### src/sv/u2g_pkg.sv
// ---------------------------------------------------------------------------
// u2g_pkg: shared types and constants of the UTF-8 to glyph index block
// Item formats, table geometry and the decoder constants.
// ---------------------------------------------------------------------------
package u2g_pkg;

   localparam int TableDepth = 1024;
   localparam int AddrW      = (TableDepth > 1) ? $clog2(TableDepth) : 1;
   localparam int CountW     = $clog2(TableDepth + 1);

   localparam logic [15:0] SubstCode = 16'h25A0;
   localparam logic [31:0] Ucs2Max   = 32'h0000_FFFF;
   localparam logic [7:0]  ContMask  = 8'h3F;

   localparam logic KindLoad = 1'b0;
   localparam logic KindText = 1'b1;

   typedef struct packed {
      logic        kind;
      logic [7:0]  text_byte;
      logic [9:0]  entry_index;
      logic [15:0] range_start;
      logic [15:0] range_end;
   } u2g_req_type;

   typedef struct packed {
      logic [15:0] code_point;
      logic [15:0] glyph_index;
      logic        found;
   } u2g_rsp_type;

   typedef struct packed {
      logic        start;
      logic [15:0] code;
   } u2g_char_type;

   typedef struct packed {
      logic             rd_en;
      logic [AddrW-1:0] rd_addr;
   } u2g_rd_type;

endpackage

### src/sv/u2g_decoder.sv
// ---------------------------------------------------------------------------
// u2g_decoder: UTF-8 sequence decoder
// Tracks the bytes still expected and the partial code of the character.
// ---------------------------------------------------------------------------
module u2g_decoder (
   input  logic                  clock,
   input  logic                  reset,
   input  logic                  text_accept,
   input  logic [7:0]            text_byte,
   output u2g_pkg::u2g_char_type char_out
);

   logic [2:0]  bytes_left_ff, bytes_left_in;
   logic [31:0] acc_ff, acc_in;
   logic        done;
   logic [2:0]  len;
   logic [7:0]  mask;

   always_comb begin
      len  = 3'd1;
      mask = 8'h7F;
      case (text_byte) inside
         [8'h00:8'hBF]: begin len = 3'd1; mask = 8'h7F; end
         [8'hC0:8'hDF]: begin len = 3'd2; mask = 8'h3F; end
         [8'hE0:8'hEF]: begin len = 3'd3; mask = 8'h1F; end
         [8'hF0:8'hF7]: begin len = 3'd4; mask = 8'h0F; end
         [8'hF8:8'hFB]: begin len = 3'd5; mask = 8'h07; end
         default:       begin len = 3'd6; mask = 8'h03; end
      endcase
   end

   always_comb begin
      if (bytes_left_ff == 3'd0) begin
         acc_in        = {24'd0, text_byte & mask};
         bytes_left_in = len - 3'd1;
         done          = (len == 3'd1);
      end else begin
         acc_in        = {acc_ff[25:0], 6'd0} + {24'd0, text_byte & u2g_pkg::ContMask};
         bytes_left_in = bytes_left_ff - 3'd1;
         done          = (bytes_left_ff == 3'd1);
      end
   end

   assign char_out.start = text_accept && done;
   assign char_out.code  = (acc_in > u2g_pkg::Ucs2Max) ? u2g_pkg::SubstCode : acc_in[15:0];

   always_ff @(posedge clock) begin
      if (reset) begin
         bytes_left_ff <= 3'd0;
         acc_ff        <= 32'd0;
      end else if (text_accept) begin
         bytes_left_ff <= bytes_left_in;
         acc_ff        <= acc_in;
      end
   end

endmodule

### config.mk
export PLATFORM = sky130hd
export DESIGN_NAME = u2g_decoder
export DESIGN_NICKNAME = d
export VERILOG_FILES = /design/src/sv/u2g_pkg.sv /design/src/sv/u2g_decoder.sv
export SDC_FILE = /design/constraint.sdc
export NUM_CORES = 1
export LEC_CHECK = 0
export ABC_CLOCK_PERIOD_IN_PS = 3940
export BUFFER_PORTS_ARGS = -buffer_cell sky130_fd_sc_hd__buf_2
export CORE_ASPECT_RATIO = 1.2
export CORE_MARGIN = 2
export CORE_UTILIZATION = 50
export DETAILED_ROUTE_END_ITERATION = 8
export GPL_ROUTABILITY_DRIVEN = 0
export HOLD_SLACK_MARGIN = 0.1
export PLACE_DENSITY = 0.78
export SYNTH_ARGS = -nofsm -noshare
export SYNTH_HDL_FRONTEND = slang
export SYNTH_SLANG_ARGS = --single-unit
### constraint.sdc
create_clock -name clock -period 3.94 [get_ports clock]
set_input_delay 0.394 -clock clock [delete_from_list [all_inputs] [get_ports clock]]
set_output_delay 0.394 -clock clock [all_outputs]
set_load 0.01 [all_outputs]
==> flow_summary.yaml <==
timing:
  holdWs_ns: 0.291
  min_period_ns: 2.80
  rsz0062_at_grt: "no"
  clock_skew_ns: 0.00800
  timing.fmax_ghz: 0.358
  hold_viol_final: 0
  worst_pin_slew_ns: 0.842
  finalCritPeriodShare_pct: 71.0
  finalSetupViolations: 0
  fin_setup_tns_ns: 0
  relSlewSlack_pct: 43.9
  slew_viol_final: 0
clocking:
  cts.repair.resized: 0
  clk_pin_slew_worst_paths_ns: 0.09
  cts_root_buf: "clkbuf_4"
  cts.sinks: 29
  cts_buffer_depth: 2
  cts_setup_buffers: 0
  clk-insertion-delay-late_ns: 0.34
  cts_hold_buf: 0
  htree_levels: 2
  cts_made_buffers: 5
  cts_tree: "yes"
layout:
  fin_nets: 217
  num_antenna_cells: 0
  area_growth_pct: 10.7
  final_cells: 235
  n_fill_cell: 250
  drive_above_1_share_pct: 18.9
  finalInstanceArea_um2: 1660
global_routing:
  grt_pass1_vias: 1248
  overflow: 0
  track_usage_pct: 21.8
  grt_antenna_before_repair: 0
  grt_max_degree: 59
  grt_pass1_wl_um: 5450
detailed_routing:
  drt_iter0_markers: 46
  post_drt_wl_per_cell_um: 13.3
  drc: 0
  dr.pass1.iters: 5
  viasPerCell: 5.73
  antenna_left: 0
  totalWireLength_um: 3140
  via_count: 1347
min_path:
  hp-class: "input pin to flip-flop"
logic_synthesis:
  synth_top_family_by_area: "simple AND/OR/NAND/NOR gates"
  synthCells: 182
  synth_xor_area_share_pct: 0.583
  yosys.cell_types.count: 38
  synthFlopType: "dfxtp_1"
  synth-seq-cells: 29
  synth_nets: 198
  async_flop_share_pct: 0
  synth_compound_area_share_pct: 18.3
  muxShareOfSynthArea_pct: 2.00
  synth_edf_count: 0
  yosys_warnings: 0
  syn-cell-area_um2: 1500
  synth_simple_gate_area_share_pct: 29.8
  synth-adder-area-share_pct: 4.16
  syn-mean-instance-area_um2: 8.26
  yosysSeqAreaShare_pct: 38.6
floorplan:
  die_area_um2: 3460
  coreArea_um2: 2840
  die_height_um: 64.1
  die_w_um: 54.0
  io_pins: 28
  row_count: 21
  start_util_pct: 53.0
placed_design:
  placed_cells: 228
  place_area_um2: 1610
  io_buffer_count: 27
  place_hpwl_um: 2080
critical_path:
  rr_worst_depth: 6
  r2r_slack_ns: 1.80
  critPathCapture: "char_out[6]"
  r2r-start: "bytes_left_ff[0]$_SDFFE_PP0P_"
  r2r_end: "acc_ff[6]$_SDFFE_PP0P_"
  critPathArrivalTime_ns: 2.40
  worst_setup_path_start_kind: "flip-flop"
  worstPathMaxFanout: 30
  crit_path_end_kind: "primary output"
  startpoint: "bytes_left_ff[0]$_SDFFE_PP0P_"
  required_ns: 3.55
  crit_type: "flip-flop to primary output"
run:
  maxCapViolCount: 0
status:
  outcome: "completed"
power_and_ir_drop:
  powerDensity_nw_per_um2: 382
  p_leak_uw: 0.000709
  ir_drop_mv: 0.281
## critical path, stage by stage (launching register included)
cell and delay (ns):
dfxtp_1 0.38, inv_1 0.07, ha_1 0.20, ha_1 0.32, inv_1 0.65, a2bb2oi_1 0.18
nor2_1 0.12, buf_2 0.14
## kinds of logic after synthesis
kind of cell | Yosys count
fa+ha+maj | 5
simple gates | 79
compound gates | 43
flops | 29
mux | 3
xor+xnor | 1
buf+inv | 22
## per-stage QoR
stage / total power (µW) / utilization (%) / setup slack [ns]
2_1_floorplan: 418 / - / 2.13
3_3_place_gp: 446 / 56.7 / 1.61
3_5_place_dp: 452 / 56.7 / 1.51
4_1_cts: 640 / 58.6 / 1.12
5_1_grt: 670 / 58.6 / 0.907
6_report: 635 / 58.6 / 1.14
## power by group
| group | internal [µW] | switching, µW | total (µW) |
|---|---|---|---|
| clock | 84.0 | 106 | 190 |
| combinational | 50.2 | 85.1 | 135 |
| sequential | 303 | 6.97 | 310 |
## flip-flops by register name (all words and copies together) (netlist names)
name / flops
bytes_left_ff: 3
acc_ff: 26
## per-layer routing
layer	part of all wire, %	vias up	track usage [%]	wire length, µm
li1	-	675	-	-
met1	41	614	25.3	1290
met2	48	50	33.5	1510
met3	7.4	8	9.11	233
met4	3.1	0	11.3	98
met5	0	-	0	0
## cell type report
class	count	area, µm²	area share [%]
sequential	29	581	34.9
inverter	7	26.3	1.58
timing repair buffer	27	135	8.12
tap	34	42.5	2.56
clock buffer	7	55.1	3.31
multi-input combinational	131	825	49.5
## worst min-delay path by stage
stage / cells past startpoint / start / slack, ns / end
2_1_floorplan: 2 / acc_ff[3]$_SDFFE_PP0P_ / 0.45 / acc_ff[3]$_SDFFE_PP0P_
4_1_cts: 2 / text_byte[3] / 0.28 / acc_ff[2]$_SDFFE_PP0P_
6_report: 2 / text_byte[3] / 0.29 / acc_ff[2]$_SDFFE_PP0P_
5_1_grt: 2 / text_byte[3] / 0.28 / acc_ff[2]$_SDFFE_PP0P_
3_5_place_dp: 2 / acc_ff[24]$_SDFFE_PP0P_ / 0.48 / acc_ff[24]$_SDFFE_PP0P_
3_3_place_gp: 2 / acc_ff[25]$_SDFFE_PP0P_ / 0.47 / acc_ff[25]$_SDFFE_PP0P_
## cell usage after synthesis (all sizes together) (3+ instances only)
cell type | count | area [µm²]
nand2 | 7 | 26.3
a21oi | 22 | 110
nand2b | 19 | 119
buf | 10 | 51.3
nor4 | 4 | 50.1
dfxtp | 29 | 581
clkbuf | 5 | 20.0
a21o | 4 | 30.0
mux2i | 3 | 30.0
nand3 | 23 | 115
a211oi | 3 | 22.5
ha | 5 | 62.6
and3 | 8 | 50.1
nor2 | 10 | 37.5
inv | 7 | 26.3
## placed cells by master, fill, tap and decap left out, types with 4 or more instances in the layout
cell type	netlist	routed
clkbuf_4	0	5
nor2_1	10	10
dfxtp_1	29	29
inv_1	7	7
nand3_1	23	23
buf_2	8	27
ha_1	5	5
nor4_2	4	4
a21oi_1	22	22
and3_1	8	8
a21o_1	4	4
nand2b_1	19	19
nand2_1	7	7
Note: power is estimated with default switching activity, not from simulation.
