## src/sv/u2g_pkg.sv

```systemverilog
// ---------------------------------------------------------------------------
// u2g_pkg: shared types and constants of the UTF-8 to glyph index block
// Item formats, table geometry and the decoder constants.
// ---------------------------------------------------------------------------
package u2g_pkg;

   localparam int TableDepth = 1024;
   localparam int AddrW      = (TableDepth > 1) ? $clog2(TableDepth) : 1;
   localparam int CountW     = $clog2(TableDepth + 1);

   localparam logic [15:0] SubstCode = 16'h25A0;
   localparam logic [31:0] Ucs2Max   = 32'h0000_FFFF;
   localparam logic [7:0]  ContMask  = 8'h3F;

   localparam logic KindLoad = 1'b0;
   localparam logic KindText = 1'b1;

   typedef struct packed {
      logic        kind;
      logic [7:0]  text_byte;
      logic [9:0]  entry_index;
      logic [15:0] range_start;
      logic [15:0] range_end;
   } u2g_req_type;

   typedef struct packed {
      logic [15:0] code_point;
      logic [15:0] glyph_index;
      logic        found;
   } u2g_rsp_type;

   typedef struct packed {
      logic        start;
      logic [15:0] code;
   } u2g_char_type;

   typedef struct packed {
      logic             rd_en;
      logic [AddrW-1:0] rd_addr;
   } u2g_rd_type;

endpackage

```

## src/sv/u2g_lookup.sv

```systemverilog
// ---------------------------------------------------------------------------
// u2g_lookup: range table search and result register
// Streams table entries through the read port and accumulates range sizes.
// ---------------------------------------------------------------------------
module u2g_lookup (
   input  logic                  clock,
   input  logic                  reset,
   input  u2g_pkg::u2g_char_type char_in,
   input  logic [10:0]           range_count,
   output logic                  idle,
   output u2g_pkg::u2g_rd_type   rd,
   input  logic [31:0]           rd_data,
   output logic                  rsp_valid,
   input  logic                  rsp_ready,
   output u2g_pkg::u2g_rsp_type  rsp_item
);

   localparam logic [1:0] StIdle = 2'd0;
   localparam logic [1:0] StScan = 2'd1;
   localparam logic [1:0] StWait = 2'd2;

   localparam int CW = u2g_pkg::CountW;

   logic [1:0]    state_ff, state_in;
   logic [15:0]   code_ff, code_in;
   logic [15:0]   offset_ff, offset_in;
   logic [CW-1:0] rd_k_ff, rd_k_in;
   logic [CW-1:0] limit_ff, limit_in;
   logic          data_valid_ff, data_valid_in;
   logic          last_ff, last_in;
   logic [15:0]   glyph_ff, glyph_in;
   logic          found_ff, found_in;
   logic          rsp_valid_ff, rsp_valid_in;
   u2g_pkg::u2g_rsp_type rsp_ff, rsp_in;

   logic [CW-1:0] lim;
   logic          issue;
   logic [15:0]   ent_start, ent_end;
   logic          hit;

   assign lim = (32'(range_count) > u2g_pkg::TableDepth) ? CW'(u2g_pkg::TableDepth)
                                                         : CW'(range_count);
   assign ent_start = rd_data[31:16];
   assign ent_end   = rd_data[15:0];
   assign hit       = (ent_start <= code_ff) && (code_ff <= ent_end);
   assign issue     = (state_ff == StScan) && (rd_k_ff < limit_ff);

   assign rd.rd_en   = issue;
   assign rd.rd_addr = rd_k_ff[u2g_pkg::AddrW-1:0];

   always_comb begin
      state_in      = state_ff;
      code_in       = code_ff;
      offset_in     = offset_ff;
      rd_k_in       = rd_k_ff;
      limit_in      = limit_ff;
      data_valid_in = 1'b0;
      last_in       = last_ff;
      glyph_in      = glyph_ff;
      found_in      = found_ff;
      rsp_valid_in  = rsp_valid_ff;
      rsp_in        = rsp_ff;

      if (rsp_valid_ff && rsp_ready) begin
         rsp_valid_in = 1'b0;
      end

      case (state_ff)
         StIdle: begin
            if (char_in.start) begin
               code_in   = char_in.code;
               offset_in = 16'd0;
               rd_k_in   = '0;
               limit_in  = lim;
               glyph_in  = 16'd0;
               found_in  = 1'b0;
               state_in  = (lim == '0) ? StWait : StScan;
            end
         end
         StScan: begin
            if (issue) begin
               rd_k_in       = rd_k_ff + CW'(1);
               data_valid_in = 1'b1;
               last_in       = (rd_k_ff == limit_ff - CW'(1));
            end
            if (data_valid_ff) begin
               if (hit) begin
                  glyph_in      = code_ff - ent_start + offset_ff;
                  found_in      = 1'b1;
                  data_valid_in = 1'b0;
                  state_in      = StWait;
               end else begin
                  offset_in = offset_ff + ent_end - ent_start + 16'd1;
                  if (last_ff) begin
                     data_valid_in = 1'b0;
                     state_in      = StWait;
                  end
               end
            end
         end
         StWait: begin
            if (!rsp_valid_ff || rsp_ready) begin
               rsp_valid_in       = 1'b1;
               rsp_in.code_point  = code_ff;
               rsp_in.glyph_index = glyph_ff;
               rsp_in.found       = found_ff;
               state_in           = StIdle;
            end
         end
         default: begin
            state_in = StIdle;
         end
      endcase
   end

   always_ff @(posedge clock) begin
      if (reset) begin
         state_ff      <= StIdle;
         data_valid_ff <= 1'b0;
         rsp_valid_ff  <= 1'b0;
      end else begin
         state_ff      <= state_in;
         data_valid_ff <= data_valid_in;
         rsp_valid_ff  <= rsp_valid_in;
      end
   end

   always_ff @(posedge clock) begin
      code_ff   <= code_in;
      offset_ff <= offset_in;
      rd_k_ff   <= rd_k_in;
      limit_ff  <= limit_in;
      last_ff   <= last_in;
      glyph_ff  <= glyph_in;
      found_ff  <= found_in;
      rsp_ff    <= rsp_in;
   end

   assign idle      = (state_ff == StIdle);
   assign rsp_valid = rsp_valid_ff;
   assign rsp_item  = rsp_ff;

   a_start_idle: assert property (@(posedge clock) disable iff (reset)
      char_in.start |-> state_ff == StIdle)
      else $error("character started while a search was running");

   a_data_scan: assert property (@(posedge clock) disable iff (reset)
      data_valid_ff |-> $past(state_ff) == StScan)
      else $error("table data arrived without a read in the scan");

   a_rsp_from_wait: assert property (@(posedge clock) disable iff (reset)
      $rose(rsp_valid_ff) |-> $past(state_ff) == StWait)
      else $error("result register loaded outside the wait state");

   a_read_in_range: assert property (@(posedge clock) disable iff (reset)
      rd.rd_en |-> rd_k_ff < limit_ff)
      else $error("table read beyond the range count");

endmodule

```

## config.mk

```make
export PLATFORM = sky130hd
export DESIGN_NAME = u2g_lookup
export DESIGN_NICKNAME = d
export VERILOG_FILES = /design/src/sv/u2g_pkg.sv /design/src/sv/u2g_lookup.sv
export SDC_FILE = /design/constraint.sdc
export NUM_CORES = 1
export LEC_CHECK = 0
export ABC_CLOCK_PERIOD_IN_PS = 4000
export BUFFER_PORTS_ARGS = -buffer_cell sky130_fd_sc_hd__buf_2
export CAP_MARGIN = 5
export CORE_MARGIN = 1.5
export CORE_UTILIZATION = 40
export CTS_CLUSTER_DIAMETER = 120
export CTS_CLUSTER_SIZE = 14
export DETAILED_ROUTE_END_ITERATION = 8
export SLEW_MARGIN = 20
export SYNTH_ARGS = -nofsm -noshare
export SYNTH_HDL_FRONTEND = slang
export SYNTH_SLANG_ARGS = --single-unit
```

## constraint.sdc

```tcl
create_clock -name clock -period 4 [get_ports clock]
set_input_delay 0.2 -clock clock [delete_from_list [all_inputs] [get_ports clock]]
set_output_delay 0.2 -clock clock [all_outputs]
set_load 0.03 [all_outputs]
```

==> metrics.txt <==
sequential share of the synthesized area=a little over two fifths; Vias/cell=4.82; Highest Clock Rate=0.306 GHz; minimum clock period=3.26 ns; relative slew slack=between 30% and 40%; Syn Std Cell Area=7750 um2; depth of the CTS H-tree=3; CTS sink cnt=109; Post-CTS Setup Repair Bufs=0; setup TNS=0 ns; Final Slew Violations=0; clock buffer depth=2; Synth-to-Final Area Change=14.2%; I/O pin total=109; RSZ-0062 raised after global routing=no; Placement Cell Area=around 8500 um2; initial antenna violation count=0; Core Util, Final=47.0%; final WL=16400 um; startpoint type of the worst setup path=flip-flop; number of synthesized flops with an enable pin=105; hold slack=0.0104 ns; worst hold-check path type=in -> reg; Sequential Power Share=39.8%; clk_lat worst skew=between 0.3 and 0.4 ns; DRT antenna net count=0; Netlist cell types=54; global-route wire length before repair=26200 um; fin area=approximately 8900 um2; clock skew=0.0108 ns; Psw=0.00127 W; Internal=about 0.0024 W; layout cells sized above 1=15.8%; Detailed Place HPWL=13100 um; number of hold buffers added after cts=2; top-count cell post-synth=inv_1; syn avg cell area=between 10 and 15 um2; CP Capture Type=flip-flop; CTS buffer count=9; area leader, netlist=edfxtp_1; warning count from the yosys run=0; CTS Root Cell=clkbuf_16; Final Cycle Share=81.6%; drt drc=0; Final #Nets=around 1000; global routing's busiest layer=met2; critical path class=reg -> reg; CTS tree=yes; post-synthesis cell count=741; DP Cell Count=around 1100; DIE WIDTH=142 um; # setup viols final=0; via count=between 5000 and 6000; Mapped Nets=926; Worst Path Arrival=~3.4 ns; clock-pin slew on the worst setup and hold paths=roughly 0.08 ns; total track usage=16.8%; total gr overflow=0; Worst VDD drop=0.227 mV; commonest cells in the netlist=inv_1, edfxtp_1, ha_1; non-filler cells in the finished layout=between 1000 and 1500; drt initial violations=approximately 270; core area=18800 um2; met2 track utilization from global routing=28.1%; chip height=around 140 um; Required @ worst endpoint=4.11 ns; vias in the first global route=5214; placer's final routability congestion estimate=0.875; Seq cells post-synth=around 110; FILL cells=1785; MaxCap Viol Count=0; cts repair resizes=0; largest net degree at the start of global routing=34; Main synth FF type=edfxtp_1; PortBufs=108; drt pass-1 iters=4; Antenna Cells=0; crit-path max FO=4; proportion of netlist area held by the largest area contributor=roughly two fifths; met3 Use GR=around 2.7%; worst-margin pin slew=0.995 ns; Initial Utilization=between 40 and 50%; Fin. Hold Viols=0; Die Area=20200 um2; fraction of registers with async set or reset after synthesis=0%; Leak=about 4.1 nW; Gate power share=35.9%; met1 Use GR=22.5%; DR WL/cell=between 10 and 15 um; status=finished, final reports clean; Cell Rows=50; switching fraction of total power=34.7%; PwrDens=412 nW/um2; clock network power share=24.3%; top post-synthesis cells by area=edfxtp_1, ha_1, fa_1
worst max-delay path, cell delays in order (launching register included):
cell and delay [ns]:
edfxtp_1 0.32, inv_1 0.06, fa_1 0.48, inv_1 0.05, ha_1 0.35, a21o_1 0.20
a21oi_1 0.25, o21ai_0 0.18, a2111oi_0 0.69, o41ai_1 0.22, xnor2_1 0.18, nor2_1 0.05
logic make-up after synthesis:
family / count (synthesis) / share of synthesized area, %
xor gates and xnor gates: 39 / 4.41
and+or+nand+nor: 175 / 11.5
buffers and inverters: 162 / 8.37
adders and majority gates: 122 / 22.6
muxes: 1 / 0.129
DFF: 109 / 41.7
AOI/OAI and AO/OA: 133 / 11.3
sequential cells by signal, summed over array words and instances (netlist names):
| name | flops |
|---|---|
| glyph_ff | 16 |
| data_valid_ff | 1 |
| rsp_item | 33 |
| offset_ff | 16 |
| code_ff | 16 |
| state_ff | 2 |
| found_ff | 1 |
| last_ff | 1 |
| limit_ff | 11 |
| rsp_valid | 1 |
| rd_k_ff | 11 |
cell usage in the layout (no fill, tap or decap), types with 6 or more instances in the layout:
cell       instances
a21oi_1           31
xnor2_1           26
o21a_1            12
inv_1            143
ha_1              92
nor2_1            52
buf_2            108
a211oi_1          10
nand2_1           28
nand3_1            7
nand4_1            9
o21ai_0           24
nand2b_1           9
edfxtp_1         105
nor3_1            14
fa_1              30
xor2_1            13
or3_1              6
nor2b_1           20
clkbuf_16          9
and2_1             7
a21o_1            21
power by group through the flow:
stage          registers, W  clock network, W  logic, W
2_1_floorplan       0.00146                 0   0.00102
3_3_place_gp        0.00148                 0   0.00129
3_5_place_dp        0.00148                 0   0.00130
4_1_cts             0.00145          0.000910   0.00131
5_1_grt             0.00146          0.000956   0.00149
6_report            0.00145          0.000884   0.00131
cell type report:
| class | count | area (um2) | share of cell area (%) |
|---|---|---|---|
| repair buffers | 114 | 593 | 6.70 |
| flip-flops and latches | 109 | 3230 | 36.5 |
| clock inverters | 7 | 62.6 | 0.707 |
| inverters | 143 | 537 | 6.06 |
| clock buffers | 9 | 225 | 2.54 |
| multi-input cells | 470 | 3880 | 43.8 |
| well taps | 260 | 325 | 3.67 |
metrics by stage:
| stage | setup slack [ns] | total power (W) |
|---|---|---|
| detailed placement | 0.798 | 0.00278 |
| floorplan | 0.521 | 0.00247 |
| finish | 0.736 | 0.00364 |
| global placement | 0.912 | 0.00277 |
| CTS | 0.828 | 0.00367 |
| global route | 0.637 | 0.00390 |
routing by layer:
metal	wire [um]	up-vias
li1	-	2731
met1	7780	2508
met2	7700	101
met3	686	16
met4	250	0
met5	0	-
path summary, 6_finish.rpt:
path / start / end / slack, ns / cells after the start
worst min register to register: glyph_ff[7] / rsp_item[8] / 0.42 / 0
worst min-delay path: char_in[7] / code_ff[7] / 0.01 / 1
worst max register to register: offset_ff[2] / offset_ff[14] / 0.74 / 11
worst max-delay path: offset_ff[2] / offset_ff[14] / 0.74 / 11
Power figures use the tool's default switching activity.
